===== config.mk =====
export PLATFORM = sky130hd
export DESIGN_NAME = sflow_record_walker_core_flat
export DESIGN_NICKNAME = d
export VERILOG_FILES = /design/src/rtl/core/sfrw_pkg.sv /design/src/rtl/core/sfrw_in_if.sv /design/src/rtl/core/sfrw_out_if.sv /design/src/rtl/core/sfrw_result_fifo.sv /design/src/rtl/core/sfrw_walker.sv /design/src/rtl/core/sflow_record_walker_core.sv /design/src/flat_wrapper.sv
export VERILOG_INCLUDE_DIRS = /design/src /design/src/rtl/core
export SDC_FILE = /design/constraint.sdc
export NUM_CORES = 1
export LEC_CHECK = 0
export BUFFER_PORTS_ARGS = -buffer_cell sky130_fd_sc_hd__buf_2
export CAP_MARGIN = 25
export CELL_PAD_IN_SITES_DETAIL_PLACEMENT = 0
export CELL_PAD_IN_SITES_GLOBAL_PLACEMENT = 1
export CORE_ASPECT_RATIO = 0.7
export CORE_UTILIZATION = 25
export CTS_CLUSTER_SIZE = 28
export DETAILED_ROUTE_END_ITERATION = 10
export HOLD_SLACK_MARGIN = 0.15
export MAX_ROUTING_LAYER = met4
export PLACE_DENSITY_LB_ADDON = 0.25
export SLEW_MARGIN = 20
export SYNTH_ARGS = -nofsm -noshare
export SYNTH_HDL_FRONTEND = slang
export SYNTH_SLANG_ARGS = --single-unit

===== constraint.sdc =====
create_clock -name clk_i -period 21.3 [get_ports clk_i]
set_clock_uncertainty 0.2 [all_clocks]
set_input_delay 0 -clock clk_i [delete_from_list [all_inputs] [get_ports clk_i]]
set_output_delay 0 -clock clk_i [all_outputs]
set_load 0.02 [all_outputs]

===== src/rtl/core/sflow_record_walker_core_defines.svh =====
// Assertion macros shared by the record walker modules.
// Each macro expects clk_i and rst_ni to be visible where it is used.
`ifndef SFLOW_RECORD_WALKER_CORE_DEFINES_SVH
`define SFLOW_RECORD_WALKER_CORE_DEFINES_SVH

// Same-cycle implication, checked on every rising clock edge out of reset.
`define SFRW_ASSERT_IMP(lbl, ante, cons, msg) \
  lbl: assert property (@(posedge clk_i) disable iff (!rst_ni) (ante) |-> (cons)) \
    else $error(msg);

// Next-cycle implication, checked on every rising clock edge out of reset.
`define SFRW_ASSERT_NEXT(lbl, ante, cons, msg) \
  lbl: assert property (@(posedge clk_i) disable iff (!rst_ni) (ante) |=> (cons)) \
    else $error(msg);

`endif


===== src/rtl/core/sfrw_pkg.sv =====
`timescale 1ns / 1ps

package sfrw_pkg;

  // Default widths of the length and record count datapaths.
  localparam int DEF_LENGTH_BITS = 16;
  localparam int DEF_COUNT_BITS  = 16;

  // Record header layout: a 32-bit type word and a 32-bit length, big-endian.
  localparam int HDR_BYTES   = 8;
  localparam int FORMAT_BITS = 12;
  localparam logic [31:0] FORMAT_MASK = 32'b00000000000000000000111111111111;

  // Width and reset of the maximum record length register.
  localparam int MAX_LEN_BITS = 16;
  localparam logic [MAX_LEN_BITS-1:0] MAX_LEN_RESET = 16'hFFFF;

  // Depth of the result queue; a power of two, holding at least two words.
  localparam int RES_DEPTH = 4;

  typedef enum logic {
    ACT_START = 1'b0,
    ACT_DATA  = 1'b1
  } action_e;

  typedef enum logic [1:0] {
    KIND_RECORD = 2'd0,
    KIND_DONE   = 2'd1,
    KIND_FAIL   = 2'd2
  } kind_e;

  typedef enum logic [2:0] {
    ERR_NONE      = 3'd0,
    ERR_HDR_TRUNC = 3'd1,
    ERR_LEN_LARGE = 3'd2,
    ERR_PAST_END  = 3'd3,
    ERR_TRAILING  = 3'd4
  } err_e;

  // One result word as it is stored in the queue.
  typedef struct packed {
    kind_e       kind;
    logic [31:0] record_type;
    logic [15:0] payload_offset;
    logic [15:0] body_len;
    logic        trail_pad;
    err_e        error_code;
    logic        last;
  } result_t;

  // Up to two result words pushed by one input word, in order.
  typedef struct packed {
    logic [1:0] cnt;
    result_t    data0;
    result_t    data1;
  } push_t;

endpackage


===== src/rtl/core/sfrw_in_if.sv =====
`timescale 1ns / 1ps

// Input channel: block start words and data bytes.
interface sfrw_in_if;
  logic        valid;
  logic        ready;
  logic        action;
  logic [15:0] record_count;
  logic [15:0] block_length;
  logic        strict_mode;
  logic [7:0]  data_byte;

  modport source (
    output valid, action, record_count, block_length, strict_mode, data_byte,
    input  ready
  );

  modport sink (
    input  valid, action, record_count, block_length, strict_mode, data_byte,
    output ready
  );
endinterface


===== src/rtl/core/sfrw_out_if.sv =====
`timescale 1ns / 1ps

// Output channel: record descriptors and block end reports.
interface sfrw_out_if;
  logic        valid;
  logic        ready;
  logic [1:0]  kind;
  logic [31:0] record_type;
  logic [19:0] enterprise;
  logic [11:0] format;
  logic [15:0] payload_offset;
  logic [15:0] body_len;
  logic        trail_pad;
  logic [2:0]  error_code;
  logic        last;

  modport source (
    output valid, kind, record_type, enterprise, format, payload_offset,
           body_len, trail_pad, error_code, last,
    input  ready
  );

  modport sink (
    input  valid, kind, record_type, enterprise, format, payload_offset,
           body_len, trail_pad, error_code, last,
    output ready
  );
endinterface


===== src/rtl/core/sfrw_result_fifo.sv =====
`timescale 1ns / 1ps
`include "sflow_record_walker_core_defines.svh"

// Small result queue: takes up to two words per cycle, hands out one while the sink is ready.
module sfrw_result_fifo (
  input  logic                clk_i,
  input  logic                rst_ni,
  input  sfrw_pkg::push_t     push_i,
  output logic                space_ok_o,
  sfrw_out_if.source          out_o
);

  localparam int Depth = sfrw_pkg::RES_DEPTH;
  localparam int PtrW  = $clog2(Depth);
  localparam int CntW  = $clog2(Depth + 1);

  sfrw_pkg::result_t mem_q [Depth];
  sfrw_pkg::result_t head;

  logic [PtrW-1:0] wr_q, wr_d;
  logic [PtrW-1:0] rd_q, rd_d;
  logic [CntW-1:0] cnt_q, cnt_d;
  logic            pop;

  // Storage writes: the second word lands in the entry after the first.
  always_ff @(posedge clk_i) begin
    if (push_i.cnt != 2'd0) begin
      mem_q[wr_q] <= push_i.data0;
    end
    if (push_i.cnt == 2'd2) begin
      mem_q[wr_q + PtrW'(1)] <= push_i.data1;
    end
  end

  // Pointer and fill count update.
  always_comb begin
    pop   = out_o.valid && out_o.ready;
    wr_d  = wr_q + PtrW'(push_i.cnt);
    rd_d  = rd_q + PtrW'(pop);
    cnt_d = cnt_q + CntW'(push_i.cnt) - CntW'(pop);
  end

  always_ff @(posedge clk_i or negedge rst_ni) begin
    if (!rst_ni) begin
      wr_q  <= '0;
      rd_q  <= '0;
      cnt_q <= '0;
    end else begin
      wr_q  <= wr_d;
      rd_q  <= rd_d;
      cnt_q <= cnt_d;
    end
  end

  // The walker may push two words only while two entries are free.
  assign space_ok_o = (cnt_q <= CntW'(Depth - 2));

  // Head of the queue drives the output channel; the type word is split here.
  assign head                 = mem_q[rd_q];
  assign out_o.valid          = (cnt_q != '0);
  assign out_o.kind           = head.kind;
  assign out_o.record_type    = head.record_type;
  assign out_o.enterprise     = head.record_type[31:sfrw_pkg::FORMAT_BITS];
  assign out_o.format         = 12'(head.record_type & sfrw_pkg::FORMAT_MASK);
  assign out_o.payload_offset = head.payload_offset;
  assign out_o.body_len       = head.body_len;
  assign out_o.trail_pad      = head.trail_pad;
  assign out_o.error_code     = head.error_code;
  assign out_o.last           = head.last;

  `SFRW_ASSERT_IMP(a_fifo_no_overflow, 1'b1, cnt_q <= CntW'(Depth), "result queue overflow")
  `SFRW_ASSERT_NEXT(a_fifo_push_shows, push_i.cnt != 2'd0, out_o.valid, "pushed word not visible")

endmodule


===== src/rtl/core/sfrw_walker.sv =====
`timescale 1ns / 1ps
`include "sflow_record_walker_core_defines.svh"

// Record walker: tracks position in the block, gathers record headers,
// checks lengths and builds the result words for each accepted input word.
module sfrw_walker #(
  parameter int LENGTH_BITS = sfrw_pkg::DEF_LENGTH_BITS,
  parameter int COUNT_BITS  = sfrw_pkg::DEF_COUNT_BITS
) (
  input  logic                              clk_i,
  input  logic                              rst_ni,
  input  logic                              cfg_we_i,
  input  logic [sfrw_pkg::MAX_LEN_BITS-1:0] cfg_wdata_i,
  sfrw_in_if.sink                           in_i,
  input  logic                              space_ok_i,
  output sfrw_pkg::push_t                   push_o
);

  localparam int HdrCntW = $clog2(sfrw_pkg::HDR_BYTES);
  localparam int HdrW    = (sfrw_pkg::HDR_BYTES - 1) * 8;

  logic [sfrw_pkg::MAX_LEN_BITS-1:0] max_len_q;

  logic                   active_q, active_d;
  logic                   strict_q, strict_d;
  logic                   in_payload_q, in_payload_d;
  logic [COUNT_BITS-1:0]  rec_left_q, rec_left_d;
  logic [LENGTH_BITS-1:0] size_q, size_d;
  logic [LENGTH_BITS-1:0] pos_q, pos_d;
  logic [LENGTH_BITS-1:0] left_q, left_d;
  logic [HdrCntW-1:0]     hdr_cnt_q, hdr_cnt_d;
  logic [HdrW-1:0]        hdr_q, hdr_d;
  logic [sfrw_pkg::MAX_LEN_BITS-1:0] skip_q, skip_d;

  logic                   in_fire;
  logic [COUNT_BITS-1:0]  cnt_start;
  logic [LENGTH_BITS-1:0] size_start;
  logic [LENGTH_BITS-1:0] pos_inc;
  logic [LENGTH_BITS-1:0] left_dec;
  logic [31:0]            pos_ext;
  logic [31:0]            left_dec_ext;
  logic [31:0]            type_w;
  logic [31:0]            len_w;

  logic                   bnd_req;
  logic [COUNT_BITS-1:0]  bnd_rl;
  logic [LENGTH_BITS-1:0] bnd_lf;
  sfrw_pkg::result_t      bnd_res;
  logic                   bnd_emit;
  sfrw_pkg::result_t      res0;
  logic [1:0]             n_res;

  logic                   left_match;
  logic                   zero_start;

  assign in_fire    = in_i.valid && in_i.ready;
  assign in_i.ready = space_ok_i;

  // Derived values of the current word.
  assign cnt_start    = COUNT_BITS'(in_i.record_count);
  assign size_start   = LENGTH_BITS'(in_i.block_length);
  assign pos_inc      = pos_q + LENGTH_BITS'(1);
  assign left_dec     = left_q - LENGTH_BITS'(1);
  assign pos_ext      = 32'(pos_inc);
  assign left_dec_ext = 32'(left_dec);
  assign type_w       = hdr_q[HdrW-1 -: 32];
  assign len_w        = {hdr_q[HdrW-33:0], in_i.data_byte};

  // Configuration register.
  always_ff @(posedge clk_i or negedge rst_ni) begin
    if (!rst_ni) begin
      max_len_q <= sfrw_pkg::MAX_LEN_RESET;
    end else if (cfg_we_i) begin
      max_len_q <= cfg_wdata_i;
    end
  end

  // Next state and result words for one accepted input word.
  always_comb begin
    active_d     = active_q;
    strict_d     = strict_q;
    in_payload_d = in_payload_q;
    rec_left_d   = rec_left_q;
    size_d       = size_q;
    pos_d        = pos_q;
    left_d       = left_q;
    hdr_cnt_d    = hdr_cnt_q;
    hdr_d        = hdr_q;
    skip_d       = skip_q;
    res0         = '0;
    n_res        = 2'd0;
    bnd_req      = 1'b0;
    bnd_rl       = rec_left_q;
    bnd_lf       = left_q;
    bnd_res      = '0;
    bnd_emit     = 1'b0;

    if (in_fire) begin
      if (in_i.action == sfrw_pkg::ACT_START) begin
        // A new block abandons any block in progress.
        active_d     = 1'b1;
        strict_d     = in_i.strict_mode;
        in_payload_d = 1'b0;
        rec_left_d   = cnt_start;
        size_d       = size_start;
        pos_d        = '0;
        left_d       = size_start;
        skip_d       = '0;
        bnd_req      = 1'b1;
        bnd_rl       = cnt_start;
        bnd_lf       = size_start;
      end else if (active_q) begin
        pos_d  = pos_inc;
        left_d = left_dec;
        if (in_payload_q) begin
          // Skipping payload; the last payload byte closes the record.
          skip_d = skip_q - sfrw_pkg::MAX_LEN_BITS'(1);
          if (skip_q == sfrw_pkg::MAX_LEN_BITS'(1)) begin
            in_payload_d = 1'b0;
            rec_left_d   = rec_left_q - COUNT_BITS'(1);
            bnd_req      = 1'b1;
            bnd_rl       = rec_left_q - COUNT_BITS'(1);
            bnd_lf       = left_dec;
          end
        end else if (hdr_cnt_q != HdrCntW'(sfrw_pkg::HDR_BYTES - 1)) begin
          // Gathering the header, most significant byte first.
          hdr_d     = {hdr_q[HdrW-9:0], in_i.data_byte};
          hdr_cnt_d = hdr_cnt_q + HdrCntW'(1);
        end else begin
          // Header complete: check the length, then report the record.
          hdr_cnt_d = '0;
          hdr_d     = '0;
          if (len_w > 32'(max_len_q)) begin
            active_d         = 1'b0;
            res0.kind        = sfrw_pkg::KIND_FAIL;
            res0.error_code  = sfrw_pkg::ERR_LEN_LARGE;
            res0.last        = 1'b1;
            n_res            = 2'd1;
          end else if (len_w > left_dec_ext) begin
            active_d         = 1'b0;
            res0.kind        = sfrw_pkg::KIND_FAIL;
            res0.error_code  = sfrw_pkg::ERR_PAST_END;
            res0.last        = 1'b1;
            n_res            = 2'd1;
          end else begin
            res0.kind           = sfrw_pkg::KIND_RECORD;
            res0.record_type    = type_w;
            res0.payload_offset = pos_ext[15:0];
            res0.body_len       = len_w[15:0];
            n_res               = 2'd1;
            if (len_w == 32'd0) begin
              // Empty payload closes the record at once.
              rec_left_d = rec_left_q - COUNT_BITS'(1);
              bnd_req    = 1'b1;
              bnd_rl     = rec_left_q - COUNT_BITS'(1);
              bnd_lf     = left_dec;
            end else begin
              skip_d       = len_w[sfrw_pkg::MAX_LEN_BITS-1:0];
              in_payload_d = 1'b1;
            end
          end
        end
      end
    end

    // Record boundary: finish when the count is reached, else check header room.
    if (bnd_req) begin
      hdr_cnt_d = '0;
      hdr_d     = '0;
      if (bnd_rl == '0) begin
        active_d      = 1'b0;
        bnd_emit      = 1'b1;
        bnd_res.last  = 1'b1;
        if (bnd_lf == '0) begin
          bnd_res.kind = sfrw_pkg::KIND_DONE;
        end else if (strict_d) begin
          bnd_res.kind       = sfrw_pkg::KIND_FAIL;
          bnd_res.error_code = sfrw_pkg::ERR_TRAILING;
        end else begin
          bnd_res.kind      = sfrw_pkg::KIND_DONE;
          bnd_res.trail_pad = 1'b1;
        end
      end else if (strict_d ? (32'(bnd_lf) <= 32'(sfrw_pkg::HDR_BYTES))
                            : (32'(bnd_lf) <  32'(sfrw_pkg::HDR_BYTES))) begin
        active_d           = 1'b0;
        in_payload_d       = 1'b0;
        bnd_emit           = 1'b1;
        bnd_res.kind       = sfrw_pkg::KIND_FAIL;
        bnd_res.error_code = sfrw_pkg::ERR_HDR_TRUNC;
        bnd_res.last       = 1'b1;
      end
    end

    // Order the words: a record descriptor always comes first.
    push_o.data0 = res0;
    push_o.data1 = '0;
    push_o.cnt   = n_res;
    if (bnd_emit) begin
      if (n_res == 2'd0) begin
        push_o.data0 = bnd_res;
      end else begin
        push_o.data1 = bnd_res;
      end
      push_o.cnt = n_res + 2'd1;
    end
  end

  // Control state.
  always_ff @(posedge clk_i or negedge rst_ni) begin
    if (!rst_ni) begin
      active_q     <= 1'b0;
      strict_q     <= 1'b0;
      in_payload_q <= 1'b0;
      rec_left_q   <= '0;
      size_q       <= '0;
      pos_q        <= '0;
      left_q       <= '0;
      hdr_cnt_q    <= '0;
      skip_q       <= '0;
    end else begin
      active_q     <= active_d;
      strict_q     <= strict_d;
      in_payload_q <= in_payload_d;
      rec_left_q   <= rec_left_d;
      size_q       <= size_d;
      pos_q        <= pos_d;
      left_q       <= left_d;
      hdr_cnt_q    <= hdr_cnt_d;
      skip_q       <= skip_d;
    end
  end

  // Header shift register: holds the gathered header bytes and has no reset.
  always_ff @(posedge clk_i) begin
    hdr_q <= hdr_d;
  end

  // Terms watched by the checks below.
  assign left_match = (left_q == LENGTH_BITS'(size_q - pos_q));
  assign zero_start = in_fire && (in_i.action == sfrw_pkg::ACT_START) && (cnt_start == '0);

  `SFRW_ASSERT_IMP(a_payload_needs_active, in_payload_q, active_q, "payload skip outside a block")
  `SFRW_ASSERT_IMP(a_left_tracks_pos, active_q, left_match, "bytes left out of step")
  `SFRW_ASSERT_IMP(a_zero_count_result, zero_start, push_o.cnt == 2'd1, "no end for empty block")

endmodule


===== src/rtl/core/sflow_record_walker_core.sv =====
`timescale 1ns / 1ps
// Result words pass through the result queue and reach the output once the words ahead of them are taken.
// Throughput: one input word per cycle while input ready is high; a word with an empty payload may yield two results.
// Input ready drops only while the four-entry result queue has fewer than two free entries.
// Reset (rst_ni low, asynchronous) ends any block, empties the queue and sets the
// maximum record length to 65535; no clearing pass follows.
module sflow_record_walker_core #(
  parameter int LENGTH_BITS = sfrw_pkg::DEF_LENGTH_BITS,
  parameter int COUNT_BITS  = sfrw_pkg::DEF_COUNT_BITS
) (
  input  logic                              clk_i,
  input  logic                              rst_ni,
  input  logic                              cfg_we_i,
  input  logic [sfrw_pkg::MAX_LEN_BITS-1:0] cfg_wdata_i,
  sfrw_in_if.sink                           in_i,
  sfrw_out_if.source                        out_o
);

  sfrw_pkg::push_t push;
  logic            space_ok;

  // Block walker: state and result building.
  sfrw_walker #(
    .LENGTH_BITS (LENGTH_BITS),
    .COUNT_BITS  (COUNT_BITS)
  ) u_walker (
    .clk_i       (clk_i),
    .rst_ni      (rst_ni),
    .cfg_we_i    (cfg_we_i),
    .cfg_wdata_i (cfg_wdata_i),
    .in_i        (in_i),
    .space_ok_i  (space_ok),
    .push_o      (push)
  );

  // Result queue toward the output channel.
  sfrw_result_fifo u_fifo (
    .clk_i      (clk_i),
    .rst_ni     (rst_ni),
    .push_i     (push),
    .space_ok_o (space_ok),
    .out_o      (out_o)
  );

endmodule


===== src/flat_wrapper.sv =====
// flat-port wrapper written by rule: the top's interface ports become plain ports
module sflow_record_walker_core_flat 
#(
  parameter int LENGTH_BITS = sfrw_pkg::DEF_LENGTH_BITS,
  parameter int COUNT_BITS  = sfrw_pkg::DEF_COUNT_BITS
)
  (clk_i, rst_ni, cfg_we_i, cfg_wdata_i, in_i_valid, in_i_action, in_i_record_count, in_i_block_length, in_i_strict_mode, in_i_data_byte, in_i_ready, out_o_valid, out_o_kind, out_o_record_type, out_o_enterprise, out_o_format, out_o_payload_offset, out_o_body_len, out_o_trail_pad, out_o_error_code, out_o_last, out_o_ready);
  sfrw_in_if in_i_i ();
  sfrw_out_if out_o_i ();
  input  logic clk_i;
  input  logic rst_ni;
  input  logic cfg_we_i;
  input  logic [sfrw_pkg::MAX_LEN_BITS-1:0] cfg_wdata_i;
  input wire logic [$bits(in_i_i.valid)-1:0] in_i_valid;
  input wire logic [$bits(in_i_i.action)-1:0] in_i_action;
  input wire logic [$bits(in_i_i.record_count)-1:0] in_i_record_count;
  input wire logic [$bits(in_i_i.block_length)-1:0] in_i_block_length;
  input wire logic [$bits(in_i_i.strict_mode)-1:0] in_i_strict_mode;
  input wire logic [$bits(in_i_i.data_byte)-1:0] in_i_data_byte;
  output wire logic [$bits(in_i_i.ready)-1:0] in_i_ready;
  output wire logic [$bits(out_o_i.valid)-1:0] out_o_valid;
  output wire logic [$bits(out_o_i.kind)-1:0] out_o_kind;
  output wire logic [$bits(out_o_i.record_type)-1:0] out_o_record_type;
  output wire logic [$bits(out_o_i.enterprise)-1:0] out_o_enterprise;
  output wire logic [$bits(out_o_i.format)-1:0] out_o_format;
  output wire logic [$bits(out_o_i.payload_offset)-1:0] out_o_payload_offset;
  output wire logic [$bits(out_o_i.body_len)-1:0] out_o_body_len;
  output wire logic [$bits(out_o_i.trail_pad)-1:0] out_o_trail_pad;
  output wire logic [$bits(out_o_i.error_code)-1:0] out_o_error_code;
  output wire logic [$bits(out_o_i.last)-1:0] out_o_last;
  input wire logic [$bits(out_o_i.ready)-1:0] out_o_ready;
  assign in_i_i.valid = in_i_valid;
  assign in_i_i.action = in_i_action;
  assign in_i_i.record_count = in_i_record_count;
  assign in_i_i.block_length = in_i_block_length;
  assign in_i_i.strict_mode = in_i_strict_mode;
  assign in_i_i.data_byte = in_i_data_byte;
  assign in_i_ready = in_i_i.ready;
  assign out_o_valid = out_o_i.valid;
  assign out_o_kind = out_o_i.kind;
  assign out_o_record_type = out_o_i.record_type;
  assign out_o_enterprise = out_o_i.enterprise;
  assign out_o_format = out_o_i.format;
  assign out_o_payload_offset = out_o_i.payload_offset;
  assign out_o_body_len = out_o_i.body_len;
  assign out_o_trail_pad = out_o_i.trail_pad;
  assign out_o_error_code = out_o_i.error_code;
  assign out_o_last = out_o_i.last;
  assign out_o_i.ready = out_o_ready;
  sflow_record_walker_core #(.LENGTH_BITS(LENGTH_BITS), .COUNT_BITS(COUNT_BITS)) u_core (.clk_i(clk_i), .rst_ni(rst_ni), .cfg_we_i(cfg_we_i), .cfg_wdata_i(cfg_wdata_i), .in_i(in_i_i), .out_o(out_o_i));
endmodule

Yosys cells after proc, flatten, opt, wreduce, memory -nomap -nowiden
Memories as Yosys holds them, arrays and structs flattened.
Cells that the tools add are included.
- register bits after elaboration: 149
- bits in latches: 0
- RAM bits: 284
- ROM bits: 0
- input bits: 63
- output and inout port bits: 105
- logic and storage cells: 168
- memories kept: 1
- memories (memory ; words ; bits a word ; read ports ; clocked after memory_dff ; write ports ; line ; text):
    u_core.u_fifo.mem_q ; 4 ; 71 ; 1 ; 0 ; 2 ; sfrw_result_fifo.sv:17 ; sfrw_pkg::result_t mem_q [Depth];
- add/subtract/negate cells: 11
- multipliers: 0
- divide/modulo/power cells: 0
- $lt $le $gt $ge: 5
- eq/ne operators: 9
- shift-type cells: 0
- muxes and demuxes: 113
- bitwise operators: 1
- reductions and logical operators: 15
- operators by type and width (operator ; count):
    16-bit 2-to-1 mux ; 29
    66-bit 2-to-1 mux ; 5
    144-bit 2-to-1 mux ; 1
    71-bit 2-to-1 mux ; 2
    64-bit 2-to-1 mux ; 2
    32-bit by 16-bit greater-than comparator with 1-bit output ; 2
    56-bit 2-to-1 mux ; 1
    1-bit 2-to-1 mux ; 48
    16-bit by 1-bit subtractor with 16-bit output (second input constant) ; 3
    3-bit 2-to-1 mux ; 14
    16-bit zero test ; 2
    32-bit zero test ; 1
    16-bit by 1-bit adder with 16-bit output (second input constant) ; 1
    16-bit by 1-bit equality test with 1-bit output (second input constant) ; 1
    16-bit by 4-bit <= comparator with 1-bit output (second input constant) ; 1
    16-bit by 4-bit less-than comparator with 1-bit output (second input constant) ; 1
    2-bit 2-to-1 mux ; 8
    3-bit inequality test (second input constant) ; 5
    4-bit 2-to-1 mux ; 2
    4-bit AND reduction ; 2
    2-bit nonzero test ; 4
    6-bit AND reduction ; 1
    5-bit 2-to-1 mux ; 1
    2-bit by 1-bit adder with 2-bit output (second input constant) ; 2
    other kinds (13) ; 15

Logic depth before layout (Yosys ltp)
Gate-level depths: netlist of the first run.
- word-level depth: 19
- mapped depth: 32

Cells and area by module
From an unflattened synthesis of the first run, not the netlist that was laid out.
- cell total of the unflattened synthesis: 2040
- area, all modules: 24503.5 um2
- by module, submodules not included (module ; instances ; cells an instance ; area an instance (um2) ; sequential area each (um2)):
    sfrw_result_fifo ; 1 ; 760 ; 14535.2 ; 8703.3
    sfrw_walker ; 1 ; 1280 ; 9968.3 ; 3293.2

Worst setup path after synthesis of the first run
Ideal clock, no wire load.
- path kind: register to register
- start point: register u_core.u_walker.left_q[0]
- end point: memory u_core.u_fifo.mem_q[0][0] in the netlist's numbering, enable pin
- arrival time: 7265 ps
- data required time: 20785 ps
- setup slack: 13520 ps
- stages on the path, launching flop included: 28
- path buffers: 3
- cell sequence: dfrtp_1 inv_1 ha_1 or4b_2 nor4_1 nand2_1 xnor2_1 ha_1 a21o_1 a21o_1 a21oi_1 o2111a_2 o22ai_2 or4_1 o211a_1 a2111o_1 or4_1 or4b_1 or4_1 buf_2 nor2b_1 or2_1 ha_1 or3_1 and2_1 clkbuf_1 buf_1 inv_1
- RTL lines (item ; line ; text):
    start, declared ; sfrw_walker.sv:30 ; logic [LENGTH_BITS-1:0] left_q, left_d;
    start signal, assigned ; sfrw_walker.sv:227 ; left_q <= left_d;
    end, declared ; sfrw_result_fifo.sv:17 ;

==> results.yml, run 1 <==
timing:
  report.final.slew_viol_count: 0
  hold_viol_final: 0
  fin_crit_sh: 0.422
  clock.fmax_mhz: 111
  setup_tns_ns: 0
  final-setup-viol-count: 0
  rsz0062_at_grt: "false"
  setup_ws_ns: 12.30
  fin_crit_ns: 9.00
  max_slew_margin: 0.277
  worst_pin_slew_ns: 1.08
yosys:
  synth_top_family_by_area: "compound AO/OA/AOI/OAI gates"
  synth_common_cells: "316 x dfxtp_1, 238 x a22o_1, 175 x nand2_1"
  synth_top_area_share: 0.317
  synth_mux_area_frac: 0.0852
  seq_area_frac_synth: 0.470
  synthXorXnorAreaFrac: 0.0140
  synthAdderAreaFrac: 0.0292
  async_flop_share: 0.215
  synth.distinct_cells: 85
  synth_edf_count: 24
  synth_compound_area_frac: 0.215
  synth_area_um2: 20000
  synth_top_area_cell: "dfxtp_1"
  synthTopCellsByArea: "dfxtp_1 32%, a22o_1 10%, dfrtp_1 9.6%, mux4_2 8.0%, edfxtp_1 3.6%"
  yosys.area_share.simple: 0.135
  synth_most_common_cell: "dfxtp_1"
  synth_flop_cell: "dfxtp_1"
  synth_seq_cells: 433
  synth_fp_nets: 2092
  synth.avg_cell_area_um2: 10.1
  syn_inst: 1983
  yosys_warnings: 0
worst_setup_path:
  endpoint_kind: "flop"
  cp.required_ns: 21.54
  crit_top_cell: "ha_1"
  crit_type: "flop to flop"
  crit_slowest_cell: "nor2b_2"
  startpoint_type: "flop"
  worstPathMaxFanout: 12
  cpPeakStageDelay_ns: 0.67
  cp_data_arrival_time_ns: 9.24
placed_design:
  place.gp.congestion: 0.858
  port_buffers: 167
  place_inst: 3050
  hpwl_um: 43900
  dpl_worst_slack_ns: 12.07
global_routing:
  grt_max_degree: 67
  grt_pass1_vias: 16600
  antenna_found_initial: 0
  grt_use_total: 0.177
  grt_first_pass_wirelength_um: 107000
  overflow: 0
cells_and_area:
  instances_no_fill: 3327
  nets: 2340
  drive_gt1_frac: 0.182
  utilization: 0.319
  area_growth_pct: 26.1
route:
  viasPerCell: 5.13
  dr.pass1.iters: 6
  avgRoutedWirePerCell_um: 21.3
  routed_wl_um: 70800
  vias: 17100
  drtIter0Drc: 1158
  route.detailed.drc: 0
  ant_nets: 0
clock_tree:
  cts_buffers: 47
  clk_pin_slew_worst_paths_ns: 0.07
  root_buffer: "clkbuf_16"
  h-tree-depth: 2
  clockBufferDepth: 3
  clk_latency_ns: 0.61
  cts_tree: "yes"
  clock-sinks: 433
floorplanning:
  die-area_um2: 81000
  die_h_um: 238
  rows: 86
  ioPinCount: 168
  start_util: 0.253
  core_um2: 78900
  die_x_um: 340
power_and_ir_drop:
  leakagePower_nw: 10.3
  ir_drop_mv: 0.0685
  powerDensity_nw_per_um2: 107
run_status:
  status: "completed"
hold_path:
  min_path_type: "input port to flop"
run:
  maxCapViolations: 0
power breakdown:
| group | internal (mW) | switching (mW) | leakage [nW] | total [mW] |
|---|---|---|---|---|
| Combinational | 0.334 | 0.430 | 5.54 | 0.764 |
| Clock | 0.518 | 0.367 | 0.837 | 0.884 |
| Sequential | 0.886 | 0.161 | 3.87 | 1.05 |
kinds of logic (layout without fill, tap and decap cells):
| group | Yosys count | count (layout) |
|---|---|---|
| compound gates | 613 | 613 |
| simple gates | 545 | 545 |
| flops | 433 | 433 |
| buf+inv | 233 | 519 |
| mux | 81 | 81 |
| fa+ha+maj | 46 | 46 |
| xor+xnor | 32 | 32 |
| other cells | 0 | 2 |
per-layer routing:
layer | GRT usage | up-vias | share of wire
met3 | 0.0244 | 91 | 0.050
met1 | 0.262 | 8606 | 0.51
met4 | 0.0390 | 0 | 0.017
met2 | 0.251 | 515 | 0.42
met5 | - | - | 0
li1 | - | 7850 | -
area by class of cell:
cell class,count,area [um^2]
clock inverters,21,211
diodes,2,5.00
fillers,7975,53700
inverters,46,173
flip-flops and latches,433,9400
clock buffers,66,1460
well taps,1056,1320
repair buffers,386,2970
multi-input cells,1317,9640
worst max-delay path, delay by kind of cell, from the launching register on:
family / cells / cell delay, ns
AO/OA/AOI/OAI: 6 / 1.51
AND/OR/NAND/NOR: 15 / 5.06
XOR/XNOR: 1 / 0.40
adder cells (fa/ha/maj): 3 / 0.79
flip-flops: 1 / 0.44
buffers and inverters: 2 / 0.39
path summary, 6_finish.rpt:
kind                                           startpoint                            end  slack, ns  cells after the start
max in group asynchronous                          rst_ni      u_core.u_walker.skip_q[0]      19.81                      4
worst max register to register  u_core.u_walker.left_q[0]      u_core.u_fifo.mem_q[1][1]      12.30                     27
worst min-delay path                 in_i_record_count[5]  u_core.u_walker.rec_left_q[5]       0.20                      4
worst min register to register  u_core.u_fifo.mem_q[1][2]      u_core.u_fifo.mem_q[1][2]       0.25                      2
worst max-delay path            u_core.u_walker.left_q[0]      u_core.u_fifo.mem_q[1][1]      12.30                     27
min in group asynchronous                          rst_ni         u_core.u_fifo.cnt_q[1]       0.37                      4
cell usage in the layout, fill, tap and decap left out, types with 7 or more instances in the layout:
cell type / instances
a22o_1: 238
dfstp_2: 16
clkbuf_8: 8
a31oi_1: 8
buf_4: 32
o22ai_1: 22
edfxtp_1: 24
nor3_1: 33
nand4_1: 10
ha_1: 45
clkinv_2: 9
clkbuf_16: 53
a22oi_1: 7
nor2_1: 130
mux2i_1: 9
inv_1: 45
dlygate4sd3_1: 186
a2bb2oi_1: 7
o211ai_1: 9
and3_1: 76
dfxtp_1: 316
buf_2: 166
or4_1: 12
a21oi_1: 123
o21ai_0: 118
o21ai_1: 14
or3_1: 18
dfrtp_1: 75
xnor2_1: 26
nor4_1: 20
nand3_1: 15
mux4_2: 71
nand2_1: 173
a21o_1: 8
sequential cells by signal, summed over array words and instances, names as in the netlist:
| name | count |
|---|---|
| u_core.u_fifo.wr_q | 2 |
| u_core.u_fifo.rd_q | 2 |
| u_core.u_walker.hdr_q | 56 |
| u_core.u_walker.max_len_q | 16 |
| u_core.u_fifo.mem_q | 284 |
| u_core.u_fifo.cnt_q | 3 |
| u_core.u_walker.skip_q | 16 |
| u_core.u_walker.in_payload_q | 1 |
| u_core.u_walker.strict_q | 1 |
| u_core.u_walker.pos_q | 16 |
| u_core.u_walker.active_q | 1 |
| u_core.u_walker.hdr_cnt_q | 3 |
| u_core.u_walker.left_q | 16 |
| u_core.u_walker.rec_left_q | 16 |
metrics by stage:
stage	cell area [um^2]	hold WS, ns	total power, mW
after detailed placement	21600	-0.107	1.74
after global placement	21600	-0.111	1.74
after global routing	25200	0.212	2.84
final	25200	0.199	2.70
after CTS	25200	0.162	2.71
after floorplan	20000	-0.496	1.50
timing repair:
item | 4_1_cts | 5_1_grt
endpoints found under the hold margin | 197 | 0
gates resized for setup | 0 | 0
hold buffers | 187 | 0
setup buffers | 0 | 0
Note: power is estimated with default switching activity, not from simulation.
==> run 2, diff against run 1 <==
==> constraint.sdc (replaced) <==
create_clock -name clk_i -period 8.5 [get_ports clk_i]
set_clock_uncertainty 0.2 [all_clocks]
set_input_delay 0 -clock clk_i [delete_from_list [all_inputs] [get_ports clk_i]]
set_output_delay 0 -clock clk_i [all_outputs]
set_load 0.02 [all_outputs]
==> run 2 against run 1 <==
Wire length fell by 0.80%. Non-clock buffer count grew 29. Sequential power rose by 150%. Cell count increased by 0.87%. First-iteration DRC count increased by 20%. Register-to-register slack worse by 12 ns.
==> results.yml, run 2 (synthesis gave the netlist of run 1 again) <==
floorplanning:
  ioPinCount: 168
  die_x_um: 340
  die_h_um: 238
  rows: 86
  die-area_um2: 81000
  start_util: 0.253
  core_um2: 78900
placed_design:
  hpwl_um: 44700
  port_buffers: 167
  place_inst: 3078
  place.gp.congestion: 0.836
hold_path:
  min_path_cells: 4
  min_path_type: "input port to flop"
  min-delay-start: "out_o_ready"
  min_to: "u_core.u_fifo.rd_q[0]"
timing:
  final-setup-viol-count: 0
  hold_ws_ns: 0.215
  max_slew_margin: 0.313
  report.final.slew_viol_count: 0
  fin_crit_ns: 8.08
  clock.fmax_mhz: 124
  worst_pin_slew_ns: 1.03
  fin_crit_sh: 0.951
  hold_viol_final: 0
cells_and_area:
  drive_gt1_frac: 0.194
  utilization: 0.323
  largest_reg_flops: 284
  area_growth_pct: 27.5
  final_common_cell: "dfxtp_1"
  top_register: "u_core.u_fifo.mem_q"
  final_cell_mix: "316 x dfxtp_1, 238 x a22o_1, 185 x dlygate4sd3_1"
  largestRegisters: "u_core.u_fifo.mem_q: 284 flops, u_core.u_walker.hdr_q: 56 flops"
  instances_no_fill: 3356
  nets: 2369
worst_setup_path:
  rrSetupSlack_ns: 0.42
  r2r-end: "u_core.u_fifo.mem_q[3][41]"
  worstPathMaxFanout: 65
  r2r-start: "u_core.u_walker.left_q[0]"
  cp_data_arrival_time_ns: 8.36
  startpoint_type: "flop"
  worstRegToRegCells: 27
  crit_type: "flop to flop"
  endpoint_kind: "flop"
  cp.required_ns: 8.78
run:
  maxCapViolations: 0
route:
  viasPerCell: 5.08
  dr.pass1.iters: 5
  ant_nets: 0
  avgRoutedWirePerCell_um: 20.9
  vias: 17100
  drtIter0Drc: 1388
  route.detailed.drc: 0
  routed_wl_um: 70200
global_routing:
  grt_max_degree: 66
  overflow: 0
  grt_pass1_vias: 16600
  antenna_found_initial: 0
  grt_first_pass_wirelength_um: 107000
  grt_use_total: 0.176
clock_tree:
  clockBufferDepth: 3
  clk_pin_slew_worst_paths_ns: 0.06
  cts_tree: "yes"
  root_buffer: "clkbuf_16"
  clk_latency_ns: 0.61
  cts_buffers: 47
  clock-sinks: 433
  h-tree-depth: 2
power_and_ir_drop:
  leakagePower_nw: 10.4
  ir_drop_mv: 0.146
  powerDensity_nw_per_um2: 263
run_status:
  status: "completed"
run 2: repair_timing:
action	in CTS	in global routing
hold endpoints to repair	217	0
resized for setup	1	11
hold buffers	186	0
buffers inserted	1	1
pin swaps	1	3
endpoints found under the setup margin	263	302
run 2: worst max path at each step:
stage | from | to | slack, ns
final | u_core.u_walker.left_q[0] | u_core.u_fifo.mem_q[3][41] | 0.42
after floorplan | u_core.u_walker.left_q[0] | u_core.u_fifo.mem_q[0][0] | 0.72
after detailed placement | u_core.u_walker.left_q[5] | u_core.u_fifo.mem_q[0][16] | -0.17
after global routing | u_core.u_walker.left_q[0] | u_core.u_fifo.mem_q[2][1] | -0.04
after CTS | u_core.u_walker.left_q[5] | u_core.u_fifo.mem_q[0][47] | 0.07
after global placement | u_core.u_walker.left_q[5] | u_core.u_fifo.mem_q[0][10] | 0.13
run 2: critical path, cell delays in order, from the launching register on:
cell and delay [ns]:
dfrtp_1 0.43, inv_1 0.15, ha_1 0.28, or4b_2 0.67, nor4_2 0.25, buf_4 0.19, nand2_1 0.06, xor2_1 0.16
ha_1 0.31, nand4_1 0.21, nor4_2 0.22, o211ai_1 0.16, a21bo_2 0.24, o22ai_2 0.18, or4_1 0.57, o211a_1 0.16
a2111o_1 0.34, or4_1 0.40, or4b_1 0.49, or4_1 0.47, nor2b_1 0.20, or2_1 0.23, ha_1 0.22, nor2b_2 0.19
o21bai_1 0.19, nand2_2 0.12, buf_12 0.23, a22o_1 0.31
run 2: area by class of cell:
| cell class | count | area, um^2 |
|---|---|---|
| multi-input cells | 1317 | 9660 |
| repair buffers | 415 | 3300 |
| inverters | 46 | 173 |
| clock inverters | 16 | 143 |
| flip-flops and latches | 433 | 9410 |
| diodes | 2 | 5.00 |
| well taps | 1056 | 1320 |
| clock buffers | 71 | 1440 |
| fillers | 7999 | 53400 |
run 2: metrics by stage:
stage          setup TNS, ns  instance area [um^2]  power (mW)  setup WS, ns
2_1_floorplan              0                 20000        3.76         0.720
3_5_place_dp          -17.40                 21900        4.40        -0.165
3_3_place_gp               0                 21900        4.39         0.133
4_1_cts                    0                 25400        6.72        0.0678
5_1_grt               -0.397                 25400        7.05       -0.0361
6_report                   0                 25400        6.68         0.419
run 2: report_power, final:
| group | internal [mW] | switching, mW | total (mW) |
|---|---|---|---|
| logic | 0.866 | 1.13 | 1.99 |
| clock network | 1.21 | 0.904 | 2.11 |
| registers | 2.22 | 0.355 | 2.58 |
| total | 4.30 | 2.39 | 6.68 |
run 2: layer usage:
layer  part of all wire  GRT usage  vias up
met4              0.017     0.0386        0
met1               0.51      0.260     8580
li1                   -          -     7913
met5                  0          -        -
met3              0.054     0.0290       89
met2               0.42      0.247      474
